<file path="config.mk">
export PLATFORM = sky130hd
export DESIGN_NAME = gk15_ctrl
export DESIGN_NICKNAME = d
export VERILOG_FILES = /design/src/sv/gk15_pkg.sv /design/src/sv/gk15_ctrl.sv
export SDC_FILE = /design/constraint.sdc
export NUM_CORES = 1
export LEC_CHECK = 0
export BUFFER_PORTS_ARGS = -buffer_cell sky130_fd_sc_hd__buf_4
export CAP_MARGIN = 20
export CORE_ASPECT_RATIO = 1.4
export CORE_UTILIZATION = 46
export DETAILED_ROUTE_END_ITERATION = 16
export MAX_ROUTING_LAYER = met4
export PLACE_DENSITY = 0.71
export SLEW_MARGIN = 20
export SYNTH_ARGS = -nofsm -noshare
export SYNTH_HDL_FRONTEND = slang
export SYNTH_SLANG_ARGS = --single-unit
</file>
<file path="constraint.sdc">
create_clock -name clk_i -period 2.5 [get_ports clk_i]
set_clock_uncertainty 0.1 [all_clocks]
set_input_delay 0.375 -clock clk_i [delete_from_list [all_inputs] [get_ports clk_i]]
set_output_delay 0.375 -clock clk_i [all_outputs]
set_load 0.03 [all_outputs]
</file>
<file path="src/sv/gk15_pkg.sv">
// ----------------------------------------------------------------------------
// gk15_pkg
// Shared types, constants and weight tables of the 15-point Gauss-Kronrod rule.
// ----------------------------------------------------------------------------
package gk15_pkg;

  localparam int SAMPLE_FRACTION_BITS = 16;
  localparam int WEIGHT_FRACTION_BITS = 24;

  localparam int          W_SH   = 32 - WEIGHT_FRACTION_BITS;
  localparam logic [32:0] W_HALF = (W_SH == 0) ? 33'd0 : (33'd1 << (W_SH - 1));

  localparam logic [63:0] CAP47  = 64'h0000_7FFF_FFFF_FFFF;
  localparam logic [63:0] BIGCAP = 64'h3FFF_FFFF_FFFF_FFFF;

  typedef struct packed {
    logic signed [31:0] sample_value;
    logic [3:0]         sample_slot;
    logic signed [31:0] interval_start;
    logic signed [31:0] interval_end;
    logic               last_sample;
  } in_word_t;

  typedef struct packed {
    logic signed [47:0] integral;
    logic [46:0]        error_estimate;
  } out_word_t;

  typedef enum logic [2:0] {
    MA_SAMPLE, MA_KACC, MA_DIFF, MA_DEV, MA_RSUM, MA_XQ, MA_RESASC
  } mul_a_e;

  typedef enum logic [2:0] {
    MB_KRON, MB_GAUSS, MB_LEN, MB_DEV_W, MB_ROOT, MB_P
  } mul_b_e;

  typedef enum logic [1:0] {
    ERR_ABS, ERR_RES, ERR_PROD
  } err_sel_e;

  typedef struct packed {
    logic     load_item;
    logic     mul_en;
    logic     mul_hi;
    mul_a_e   a_sel;
    mul_b_e   b_sel;
    logic     kacc_add;
    logic     gacc_add;
    logic     int_cap;
    logic     abs_cap;
    logic     rsum_clr;
    logic     rsum_add;
    logic     res_cap;
    logic     div_init;
    logic     div_step;
    logic     sq_init;
    logic     sq_step;
    logic     p_cap;
    logic     err_load;
    err_sel_e err_sel;
    logic     out_load;
    logic     acc_clr;
    logic [3:0] idx;
  } dp_cmd_t;

  typedef struct packed {
    logic res_zero;
    logic res_ge;
  } dp_status_t;

  // Kronrod weights in Q0.32 by slot
  function automatic logic [31:0] kron_w32(input logic [3:0] slot);
    logic [31:0] w;
    case (slot)
      4'd0:          w = 32'd899718945;
      4'd1, 4'd8:    w = 32'd98506458;
      4'd2, 4'd9:    w = 32'd270978474;
      4'd3, 4'd10:   w = 32'd450069667;
      4'd4, 4'd11:   w = 32'd604101151;
      4'd5, 4'd12:   w = 32'd725869774;
      4'd6, 4'd13:   w = 32'd817549508;
      4'd7, 4'd14:   w = 32'd878032792;
      default:       w = 32'd0;
    endcase
    return w;
  endfunction

  // Gauss weights in Q0.32 by slot, zero on Kronrod-only points
  function automatic logic [31:0] gauss_w32(input logic [3:0] slot);
    logic [31:0] w;
    case (slot)
      4'd0:        w = 32'd1795121025;
      4'd2, 4'd9:  w = 32'd556133695;
      4'd4, 4'd11: w = 32'd1201325509;
      4'd6, 4'd13: w = 32'd1639947580;
      default:     w = 32'd0;
    endcase
    return w;
  endfunction

  function automatic logic [31:0] weight_round(input logic [31:0] w32);
    logic [32:0] t;
    t = {1'b0, w32} + W_HALF;
    return 32'(t >> W_SH);
  endfunction

endpackage

</file>
<file path="src/sv/gk15_ctrl.sv">
// ----------------------------------------------------------------------------
// gk15_ctrl
// Sequencer: per-sample accumulation, then the end-of-interval pass over the
// store and, unless the error ratio is zero or saturates, its division, square root and final scaling.
// ----------------------------------------------------------------------------
module gk15_ctrl (
  input  logic                 clk_i,
  input  logic                 rst_ni,
  input  logic                 in_valid_i,
  output logic                 in_ready_o,
  input  logic                 last_i,
  output logic                 out_valid_o,
  input  logic                 out_ready_i,
  input  gk15_pkg::dp_status_t status_i,
  output gk15_pkg::dp_cmd_t    cmd_o
);

  typedef enum logic [25:0] {
    S_IDLE   = 26'd1 << 0,  S_KMUL  = 26'd1 << 1,  S_GMUL = 26'd1 << 2,
    S_GACC   = 26'd1 << 3,  S_IMLO  = 26'd1 << 4,  S_IMHI = 26'd1 << 5,
    S_IFIN   = 26'd1 << 6,  S_EMLO  = 26'd1 << 7,  S_EMHI = 26'd1 << 8,
    S_EFIN   = 26'd1 << 9,  S_RMLO  = 26'd1 << 10, S_RMHI = 26'd1 << 11,
    S_RACC   = 26'd1 << 12, S_AMLO  = 26'd1 << 13, S_AMHI = 26'd1 << 14,
    S_AFIN   = 26'd1 << 15, S_DEC   = 26'd1 << 16, S_DIV  = 26'd1 << 17,
    S_SQINIT = 26'd1 << 18, S_SQRT  = 26'd1 << 19, S_PMUL = 26'd1 << 20,
    S_PFIN   = 26'd1 << 21, S_XMLO  = 26'd1 << 22, S_XMHI = 26'd1 << 23,
    S_XFIN   = 26'd1 << 24, S_DONE  = 26'd1 << 25
  } state_e;

  state_e     state_q, state_d;
  logic [4:0] cnt_q, cnt_d;
  logic       last_q, last_d;
  logic       out_valid_q, out_valid_d;

  always_comb begin
    state_d     = state_q;
    cnt_d       = cnt_q;
    last_d      = last_q;
    cmd_o       = '0;
    cmd_o.idx   = cnt_q[3:0];
    in_ready_o  = 1'b0;
    unique case (state_q)
      S_IDLE: begin
        in_ready_o = 1'b1;
        if (in_valid_i) begin
          cmd_o.load_item = 1'b1;
          last_d          = last_i;
          state_d         = S_KMUL;
        end
      end
      S_KMUL: begin
        cmd_o.mul_en = 1'b1;
        cmd_o.a_sel  = gk15_pkg::MA_SAMPLE;
        cmd_o.b_sel  = gk15_pkg::MB_KRON;
        state_d      = S_GMUL;
      end
      S_GMUL: begin
        cmd_o.kacc_add = 1'b1;
        cmd_o.mul_en   = 1'b1;
        cmd_o.a_sel    = gk15_pkg::MA_SAMPLE;
        cmd_o.b_sel    = gk15_pkg::MB_GAUSS;
        state_d        = S_GACC;
      end
      S_GACC: begin
        cmd_o.gacc_add = 1'b1;
        state_d        = last_q ? S_IMLO : S_IDLE;
      end
      S_IMLO, S_IMHI: begin
        cmd_o.mul_en = 1'b1;
        cmd_o.mul_hi = (state_q == S_IMHI);
        cmd_o.a_sel  = gk15_pkg::MA_KACC;
        cmd_o.b_sel  = gk15_pkg::MB_LEN;
        state_d      = (state_q == S_IMLO) ? S_IMHI : S_IFIN;
      end
      S_IFIN: begin
        cmd_o.int_cap = 1'b1;
        state_d       = S_EMLO;
      end
      S_EMLO, S_EMHI: begin
        cmd_o.mul_en = 1'b1;
        cmd_o.mul_hi = (state_q == S_EMHI);
        cmd_o.a_sel  = gk15_pkg::MA_DIFF;
        cmd_o.b_sel  = gk15_pkg::MB_LEN;
        state_d      = (state_q == S_EMLO) ? S_EMHI : S_EFIN;
      end
      S_EFIN: begin
        cmd_o.abs_cap  = 1'b1;
        cmd_o.rsum_clr = 1'b1;
        cmd_o.idx      = 4'd0;
        cnt_d          = '0;
        state_d        = S_RMLO;
      end
      S_RMLO, S_RMHI: begin
        cmd_o.mul_en = 1'b1;
        cmd_o.mul_hi = (state_q == S_RMHI);
        cmd_o.a_sel  = gk15_pkg::MA_DEV;
        cmd_o.b_sel  = gk15_pkg::MB_DEV_W;
        state_d      = (state_q == S_RMLO) ? S_RMHI : S_RACC;
      end
      S_RACC: begin
        cmd_o.rsum_add = 1'b1;
        if (cnt_q == 5'd14) begin
          state_d = S_AMLO;
        end else begin
          cmd_o.idx = 4'(cnt_q + 5'd1);
          cnt_d     = cnt_q + 5'd1;
          state_d   = S_RMLO;
        end
      end
      S_AMLO, S_AMHI: begin
        cmd_o.mul_en = 1'b1;
        cmd_o.mul_hi = (state_q == S_AMHI);
        cmd_o.a_sel  = gk15_pkg::MA_RSUM;
        cmd_o.b_sel  = gk15_pkg::MB_LEN;
        state_d      = (state_q == S_AMLO) ? S_AMHI : S_AFIN;
      end
      S_AFIN: begin
        cmd_o.res_cap = 1'b1;
        state_d       = S_DEC;
      end
      S_DEC: begin
        if (status_i.res_zero) begin
          cmd_o.err_load = 1'b1;
          cmd_o.err_sel  = gk15_pkg::ERR_ABS;
          state_d        = S_DONE;
        end else if (status_i.res_ge) begin
          cmd_o.err_load = 1'b1;
          cmd_o.err_sel  = gk15_pkg::ERR_RES;
          state_d        = S_DONE;
        end else begin
          cmd_o.div_init = 1'b1;
          cnt_d          = '0;
          state_d        = S_DIV;
        end
      end
      S_DIV: begin
        cmd_o.div_step = 1'b1;
        cnt_d          = cnt_q + 5'd1;
        if (cnt_q == 5'd31) state_d = S_SQINIT;
      end
      S_SQINIT: begin
        cmd_o.sq_init = 1'b1;
        cnt_d         = '0;
        state_d       = S_SQRT;
      end
      S_SQRT: begin
        cmd_o.sq_step = 1'b1;
        cnt_d         = cnt_q + 5'd1;
        if (cnt_q == 5'd31) state_d = S_PMUL;
      end
      S_PMUL: begin
        cmd_o.mul_en = 1'b1;
        cmd_o.a_sel  = gk15_pkg::MA_XQ;
        cmd_o.b_sel  = gk15_pkg::MB_ROOT;
        state_d      = S_PFIN;
      end
      S_PFIN: begin
        cmd_o.p_cap = 1'b1;
        state_d     = S_XMLO;
      end
      S_XMLO, S_XMHI: begin
        cmd_o.mul_en = 1'b1;
        cmd_o.mul_hi = (state_q == S_XMHI);
        cmd_o.a_sel  = gk15_pkg::MA_RESASC;
        cmd_o.b_sel  = gk15_pkg::MB_P;
        state_d      = (state_q == S_XMLO) ? S_XMHI : S_XFIN;
      end
      S_XFIN: begin
        cmd_o.err_load = 1'b1;
        cmd_o.err_sel  = gk15_pkg::ERR_PROD;
        state_d        = S_DONE;
      end
      S_DONE: begin
        if (!out_valid_q || out_ready_i) begin
          cmd_o.out_load = 1'b1;
          cmd_o.acc_clr  = 1'b1;
          state_d        = S_IDLE;
        end
      end
      default: state_d = S_IDLE;
    endcase
  end

  assign out_valid_d = cmd_o.out_load | (out_valid_q & ~out_ready_i);
  assign out_valid_o = out_valid_q;

  always_ff @(posedge clk_i or negedge rst_ni) begin
    if (!rst_ni) begin
      state_q     <= S_IDLE;
      cnt_q       <= '0;
      last_q      <= 1'b0;
      out_valid_q <= 1'b0;
    end else begin
      state_q     <= state_d;
      cnt_q       <= cnt_d;
      last_q      <= last_d;
      out_valid_q <= out_valid_d;
    end
  end

endmodule

</file>
---- Yosys cells after proc, flatten, opt, wreduce, memory -nomap -nowiden ----
Cells that the tools add are included.
word-level totals
  register bits after elaboration ......... 33
  bits of input ports ..................... 7
  output and inout port bits .............. 32
  word-level logic and storage cells ...... 101
operators by class
  add/sub/neg operators ................... 1
  eq/ne operators ......................... 35
  muxes and demuxes ....................... 44
  bitwise gates (word level) .............. 3
  reductions and logical operators ........ 14
operators with widths
  operator              number
  $pmux 26 s21          1
  $mux 26               6
  $pmux 6 s7            1
  $eq 26x1->1 const B   1
  $eq 26x10->1 const B  1
  $eq 26x11->1 const B  1
  $eq 26x12->1 const B  1
  $eq 26x13->1 const B  1
  $eq 26x14->1 const B  1
  $eq 26x15->1 const B  1
  $eq 26x16->1 const B  1
  $eq 26x17->1 const B  1
  $eq 26x18->1 const B  1
  $eq 26x19->1 const B  1
  $eq 26x2->1 const B   1
  $eq 26x20->1 const B  1
  $eq 26x21->1 const B  1
  $eq 26x22->1 const B  1
  $eq 26x23->1 const B  1
  $eq 26x24->1 const B  1
  $eq 26x25->1 const B  1
  $eq 26x26->1 const B  1
  $eq 26x3->1 const B   1
  $eq 26x4->1 const B   1
  34 further kinds      68

---- Depth between registers and ports, before layout ----
Gate-level depths: netlist of the first run.
  depth in word-level cells ............... 5
  gate-level depth with buffers ........... 8
  gate-level depth less buffers ........... 7

---- Worst setup path after synthesis of the first run ----
No wires, ideal clock.
  path kind ............................... register to output
  start ................................... reg state_q[10]
  end ..................................... out cmd_o[21] in the netlist's numbering
  arrival time ............................ 2,786 ps
  required time ........................... 2,025 ps
  setup slack ............................. -761 ps
  cell stages (with the launch flop) ...... 6
  buffers on the path ..................... 0
  path through ............................ dfrtp_1 > nor4_4 > nand3_2 > or4_1 > nor3b_1 > nand2b_1
RTL lines
  element                 line              source
  from (decl)             gk15_ctrl.sv:30   state_e state_q, state_d;
  from (signal assigned)  gk15_ctrl.sv:194  state_q <= state_d;
  to (decl)               gk15_ctrl.sv:15   output gk15_pkg::dp_cmd_t cmd_o

==> results of run 1 <==
[metrics by stage]
step / setup slack [ns] / total power (uW) / util / TNS, ns / hold slack [ns]
floorplan: -0.3190 / 1024 / - / -1.325 / -0.02059
global placement: -0.06984 / 1412 / 0.6830 / -0.3571 / 0.2508
detailed placement: -0.1389 / 1425 / 0.6830 / -0.8088 / 0.2500
CTS: -0.2830 / 2056 / 0.7926 / -4.254 / 0.1757
global route: -0.4912 / 2364 / 0.8579 / -12.29 / 0.1804
finish: -0.4448 / 2290 / 0.8579 / -10.05 / 0.1676
[routing by layer]
| metal | GRT usage | vias up | wire (um) |
|---|---|---|---|
| li1 | - | 1138 | - |
| met1 | 0.3421 | 1257 | 3130 |
| met2 | 0.5152 | 145 | 4412 |
| met3 | 0.06075 | 52 | 446 |
| met4 | 0.1522 | 0 | 500 |
| met5 | - | - | 0 |
[timing repair]
action	in CTS	in global routing
setup buffers	17	21
setup endpoints to repair	34	39
hold buffers	1	0
endpoints found under the hold margin	32	0
resized for setup	66	32
pin swaps	25	23
[logic make-up after synthesis]
group / Yosys count / synth area share
mux: 1 / 0.005181
compound gates: 28 / 0.1002
flops: 33 / 0.3805
simple gates: 140 / 0.4387
buf+inv: 13 / 0.02993
xor+xnor: 7 / 0.02821
fa+ha+maj: 3 / 0.01727
[registers in the layout (all words and copies together), names as in the netlist]
register     cells
last_q           1
out_valid_o      1
cnt_q            5
state_q         26
[placed cells by master (no fill, tap or decap), types with 5 or more instances in the layout]
cell type,synthesis,final
and2_1,7,5
buf_4,2,100
buf_6,1,37
clkbuf_8,0,5
dfrtp_1,32,30
inv_1,8,8
nand2_1,11,9
nand2b_1,8,7
nand4_1,6,6
nor2_1,20,12
nor2_4,0,5
nor3_2,1,5
nor4_4,3,12
o21ai_2,3,7
or4_4,2,6
[power by group]
part	internal, uW	switching, uW	total [uW]
sequential	571	37.0	608
clock	192	217	409
combinational	662	610	1270
[worst max-delay path, delay by kind of cell, from the launching register on]
kind                   cells  cell delay [ns]
flip-flops                 1             0.45
buffers and inverters      3             0.50
AND/OR/NAND/NOR            6             1.22
[layout make-up]
type	instances	area (um^2)	share of cell area
flip-flops and latches	33	829.5	0.2132
repair buffers	138	1177	0.3026
clock inverters	3	17.52	0.004502
well taps	62	77.57	0.01994
multi-input cells	179	1690	0.4344
inverters	8	30.03	0.007717
clock buffers	5	68.82	0.01768
[path summary, 6_finish.rpt]
path	startpoint	endpoint	slack, ns	depth (start not counted)
worst max-delay path	state_q[6]$_DFFE_PN0P_	cmd_o[27]	-0.44	9
worst min-delay path	out_ready_i	out_valid_o$_DFF_PN0_	0.17	2
worst max register to register	state_q[3]$_DFFE_PN0P_	cnt_q[2]$_DFFE_PN0P_	-0.32	11
worst min register to register	last_q$_DFFE_PN0P_	state_q[4]$_DFFE_PN0P_	0.42	1
max in group asynchronous	rst_ni	state_q[0]$_DFFE_PN1P_	1.50	2
min in group asynchronous	rst_ni	state_q[3]$_DFFE_PN0P_	0.46	2
==> impl_metrics.yaml, run 1 <==
timing:
  post-route-period-util: 1.178
  slew_headroom: 0.6535
  max_freq_ghz: 0.3396
  worst_slack_ns: -0.4448
  worstMarginPinSlew_ns: 0.5125
  report.final.slew_viol_count: 0
  final-hold-violation-count: 0
  setup-violations-final: 41
  period_needed_ns: 2.945
  rsz0062_at_grt: "yes"
clock_tree:
  path_clk_slew_ns: 0.08
  worstSkewPairLatency_ns: 0.30
  tritoncts: "done"
  cts_made_buffers: 5
  cts_max_level: 2
  clock_sinks: 33
  clock-root-buffer: "clkbuf_8"
  cts_max_path_buffers: 2
global_route:
  overflow: 0
  grt_max_degree: 34
  grt_antenna_before_repair: 0
  grt_pass1_wl_mm: 11.23
  grt_pass1_vias: 2350
  grt_usage: 0.3101
worst_setup_path:
  critical_path_class: "reg2out"
  cp-end-kind: "output port"
  cp_max_fo: 3
  cp.required_ns: 2.03
  worst_path_max_delay_cell: "dfrtp_2"
  cp.arrival_ns: 2.47
  path_common_cell: "buf_4"
  path_cells: "nor4_4 > buf_4 > and4_4 > nand3_2 > nor3b_2 > buf_4 > nor2_1 > or4b_4 > buf_6"
  critPathMaxStageDelay_ns: 0.45
  start_kind: "flop"
floorplanning:
  die_area_um2: 5007
  coreArea_um2: 4536
  die_y_um: 83.33
  pin_count: 39
  fp.dieW_um: 60.09
  rows: 29
  start_util: 0.4792
place:
  gp_congestion: 0.9050
  dp_cells: 382
  placedInstanceArea_um2: 3098
  hpwlAfterDp_mm: 4.710
  port_buffers: 38
logic_synthesis:
  synthFlopType: "dfrtp_1"
  synth_edf_count: 0
  synth.most_common_cell: "dfrtp_1"
  ys_ff_latch: 33
  synth_cell_types: 53
  synth_area_um2: 2173
  syn_avg_cell_area_um2: 9.659
  synth_top_area_cell: "dfrtp_1"
  ys_top_cells_by_area: "dfrtp_1 (37%), nor2_1 (3.5%), nor3b_1 (3.5%)"
  synth_cells: 225
  ys_top_cells_by_count: "dfrtp_1 (32), nor2_1 (20), nor3_1 (12)"
  synth-async-reset-ratio: 1.000
  yosys_warnings: 0
  syn-num-nets: 235
  yosysTopAreaCellShare: 0.3685
  seq_area_frac_synth: 0.3805
route:
  drt_first_pass_iters: 5
  vias: 2592
  avgViaCountPerCell: 6.056
  wire_per_inst_um: 19.84
  drtIter0Drc: 164
  final_antenna_net_count: 0
  remaining_drc_errors: 0
  routed_wl_mm: 8.490
outcome:
  status: "finished, violations left"
  violations: "negative setup slack"
cells_and_area:
  drive_above_1_share: 0.6202
  syn2layout_area_growth_pct: 79.04
  fill_cells: 223
  nNetsFinal: 375
  finalNonFillerCells: 428
  antenna_cells: 0
  design_area_um2: 3891
power:
  ir_drop_uv: 442.3
  powerDensity_nw_per_um2: 588.4
  leakage_uw: 0.001825
worst_hold_path:
  hold_class: "in2reg"
run:
  drv_cap: 0
Note: power is estimated with default switching activity, not from simulation.
==> run 2, diff against run 1 <==
--- a/config.mk
+++ b/config.mk
@@ -10,7 +10,6 @@
 export CORE_ASPECT_RATIO = 1.4
 export CORE_UTILIZATION = 46
 export DETAILED_ROUTE_END_ITERATION = 16
-export MAX_ROUTING_LAYER = met4
 export PLACE_DENSITY = 0.71
 export SLEW_MARGIN = 20
 export SYNTH_ARGS = -nofsm -noshare
==> run 2 against run 1 <==
The flow still finishes with violations (negative setup slack). Wire length increased by 0.49%. Sequential share of layout area unchanged. First-iteration DRC count increased by 15%. Utilization unchanged. Hold slack got worse by 0.00080 ns. Critical endpoint unchanged.
==> impl_metrics.yaml, run 2 (synthesis gave the netlist of run 1 again) <==
cells_and_area:
  reg_top3: "state_q x26, cnt_q x5"
  design_area_um2: 3891
  drive_above_1_share: 0.6202
  largest-register: "state_q"
  syn2layout_area_growth_pct: 79.04
  regArea_um2: 829.5
  fill_cells: 223
  largest_reg_flops: 26
  nNetsFinal: 375
  final_common_cell: "buf_4"
  mostFrequentLayoutCells: "buf_4 (100), buf_6 (37), dfrtp_1 (30)"
  multi_input_area_um2: 1690
  antenna_cells: 0
clock_tree:
  worstSkewPairLatency_ns: 0.30
  clock_sinks: 33
  path_clk_slew_ns: 0.08
  cts_made_buffers: 5
  clock-root-buffer: "clkbuf_8"
  tritoncts: "done"
  cts_max_level: 2
  cts_max_path_buffers: 2
place:
  hpwlAfterDp_mm: 4.710
  port_buffers: 38
  gp_congestion: 0.8900
  pre_cts_ws_ns: -0.1389
  placedInstanceArea_um2: 3098
route:
  wire_per_inst_um: 19.93
  avgViaCountPerCell: 5.972
  routed_wl_mm: 8.532
  drtIter0Drc: 189
  vias: 2556
  drt_first_pass_iters: 4
  remaining_drc_errors: 0
  final_antenna_net_count: 0
timing:
  period_needed_ns: 2.942
  final-hold-violation-count: 0
  holdWs_ns: 0.1668
  setup-violations-final: 41
  max_freq_ghz: 0.3399
  worstMarginPinSlew_ns: 0.4877
  report.final.slew_viol_count: 0
  worst_slack_ns: -0.4421
  post-route-period-util: 1.177
  slew_headroom: 0.6703
  rsz0062_at_grt: "yes"
floorplanning:
  die_y_um: 83.33
  start_util: 0.4792
  die_area_um2: 5007
  pin_count: 39
  coreArea_um2: 4536
  rows: 29
  fp.dieW_um: 60.09
global_route:
  grt_max_degree: 34
  grt_usage: 0.3025
  grt_antenna_before_repair: 0
  overflow: 0
  grt_pass1_wl_mm: 11.23
  grt_pass1_vias: 2349
worst_setup_path:
  cp.required_ns: 2.03
  cp.arrival_ns: 2.47
  reg2regPathDepth: 11
  cp-end-kind: "output port"
  critical_path_class: "reg2out"
  start_kind: "flop"
  cp_max_fo: 3
run:
  drv_cap: 0
worst_hold_path:
  hold_path_depth: 2
  hold_class: "in2reg"
power:
  ir_drop_uv: 446.3
  powerDensity_nw_per_um2: 589.1
  leakage_uw: 0.001825
outcome:
  violations: "negative setup slack"
  status: "finished, violations left"
## run 2: cell counts in the layout (fill, tap and decap cells not counted)
Identical to the previous run, type by type.
## run 2: power by group
| group | switching (uW) | leakage [uW] | internal [uW] |
|---|---|---|---|
| Clock | 219 | 0.0000439 | 192 |
| Combinational | 611 | 0.00133 | 662 |
| Sequential | 36.6 | 0.000451 | 571 |
## run 2: worst max-delay path, cell delays in order (launching register included)
cell	delay, ns
dfrtp_2	0.45
nor4_4	0.43
buf_4	0.22
and4_4	0.22
nand3_2	0.11
nor3b_2	0.22
buf_4	0.16
nor2_1	0.04
or4b_4	0.20
buf_6	0.12
## run 2: repair_timing
action | CTS | global route
resized for setup | 66 | 32
endpoints found under the setup margin | 34 | 39
pin swaps | 25 | 23
endpoints found under the hold margin | 32 | 0
hold buffers | 1 | 0
setup buffers | 17 | 21
## run 2: final cells by class
cell class / instances / share of cell area
Multi-Input combinational cell: 179 / 0.4344
Timing Repair Buffer: 138 / 0.3026
Clock buffer: 5 / 0.01768
Sequential cell: 33 / 0.2132
Tap cell: 62 / 0.01994
Inverter: 8 / 0.007717
Clock inverter: 3 / 0.004502
## run 2: final timing paths
check,startpoint,to,slack (ns)
worst max-delay path,state_q[6]$_DFFE_PN0P_,cmd_o[27],-0.44
worst min-delay path,out_ready_i,out_valid_o$_DFF_PN0_,0.17
worst max register to register,state_q[3]$_DFFE_PN0P_,cnt_q[2]$_DFFE_PN0P_,-0.32
worst min register to register,last_q$_DFFE_PN0P_,state_q[4]$_DFFE_PN0P_,0.42
max in group asynchronous,rst_ni,state_q[0]$_DFFE_PN1P_,1.50
min in group asynchronous,rst_ni,state_q[2]$_DFFE_PN0P_,0.46
## run 2: layer usage
metal | vias up | part of all wire | track usage
met1 | 1248 | 0.37 | 0.3380
met3 | 50 | 0.056 | 0.06231
met2 | 119 | 0.51 | 0.5202
met4 | 0 | 0.061 | 0.1522
li1 | 1139 | - | -
met5 | - | 0 | 0
## run 2: through the flow
step / setup TNS (ns) / std cells / util / total power [uW]
final: -9.892 / 428 / 0.8579 / 2292
after global routing: -12.19 / 428 / 0.8579 / 2364
after CTS: -4.254 / 407 / 0.7926 / 2056
after detailed placement: -0.8088 / 382 / 0.6830 / 1425
after global placement: -0.3571 / 382 / 0.6830 / 1412
after floorplan: -1.325 / 225 / - / 1024
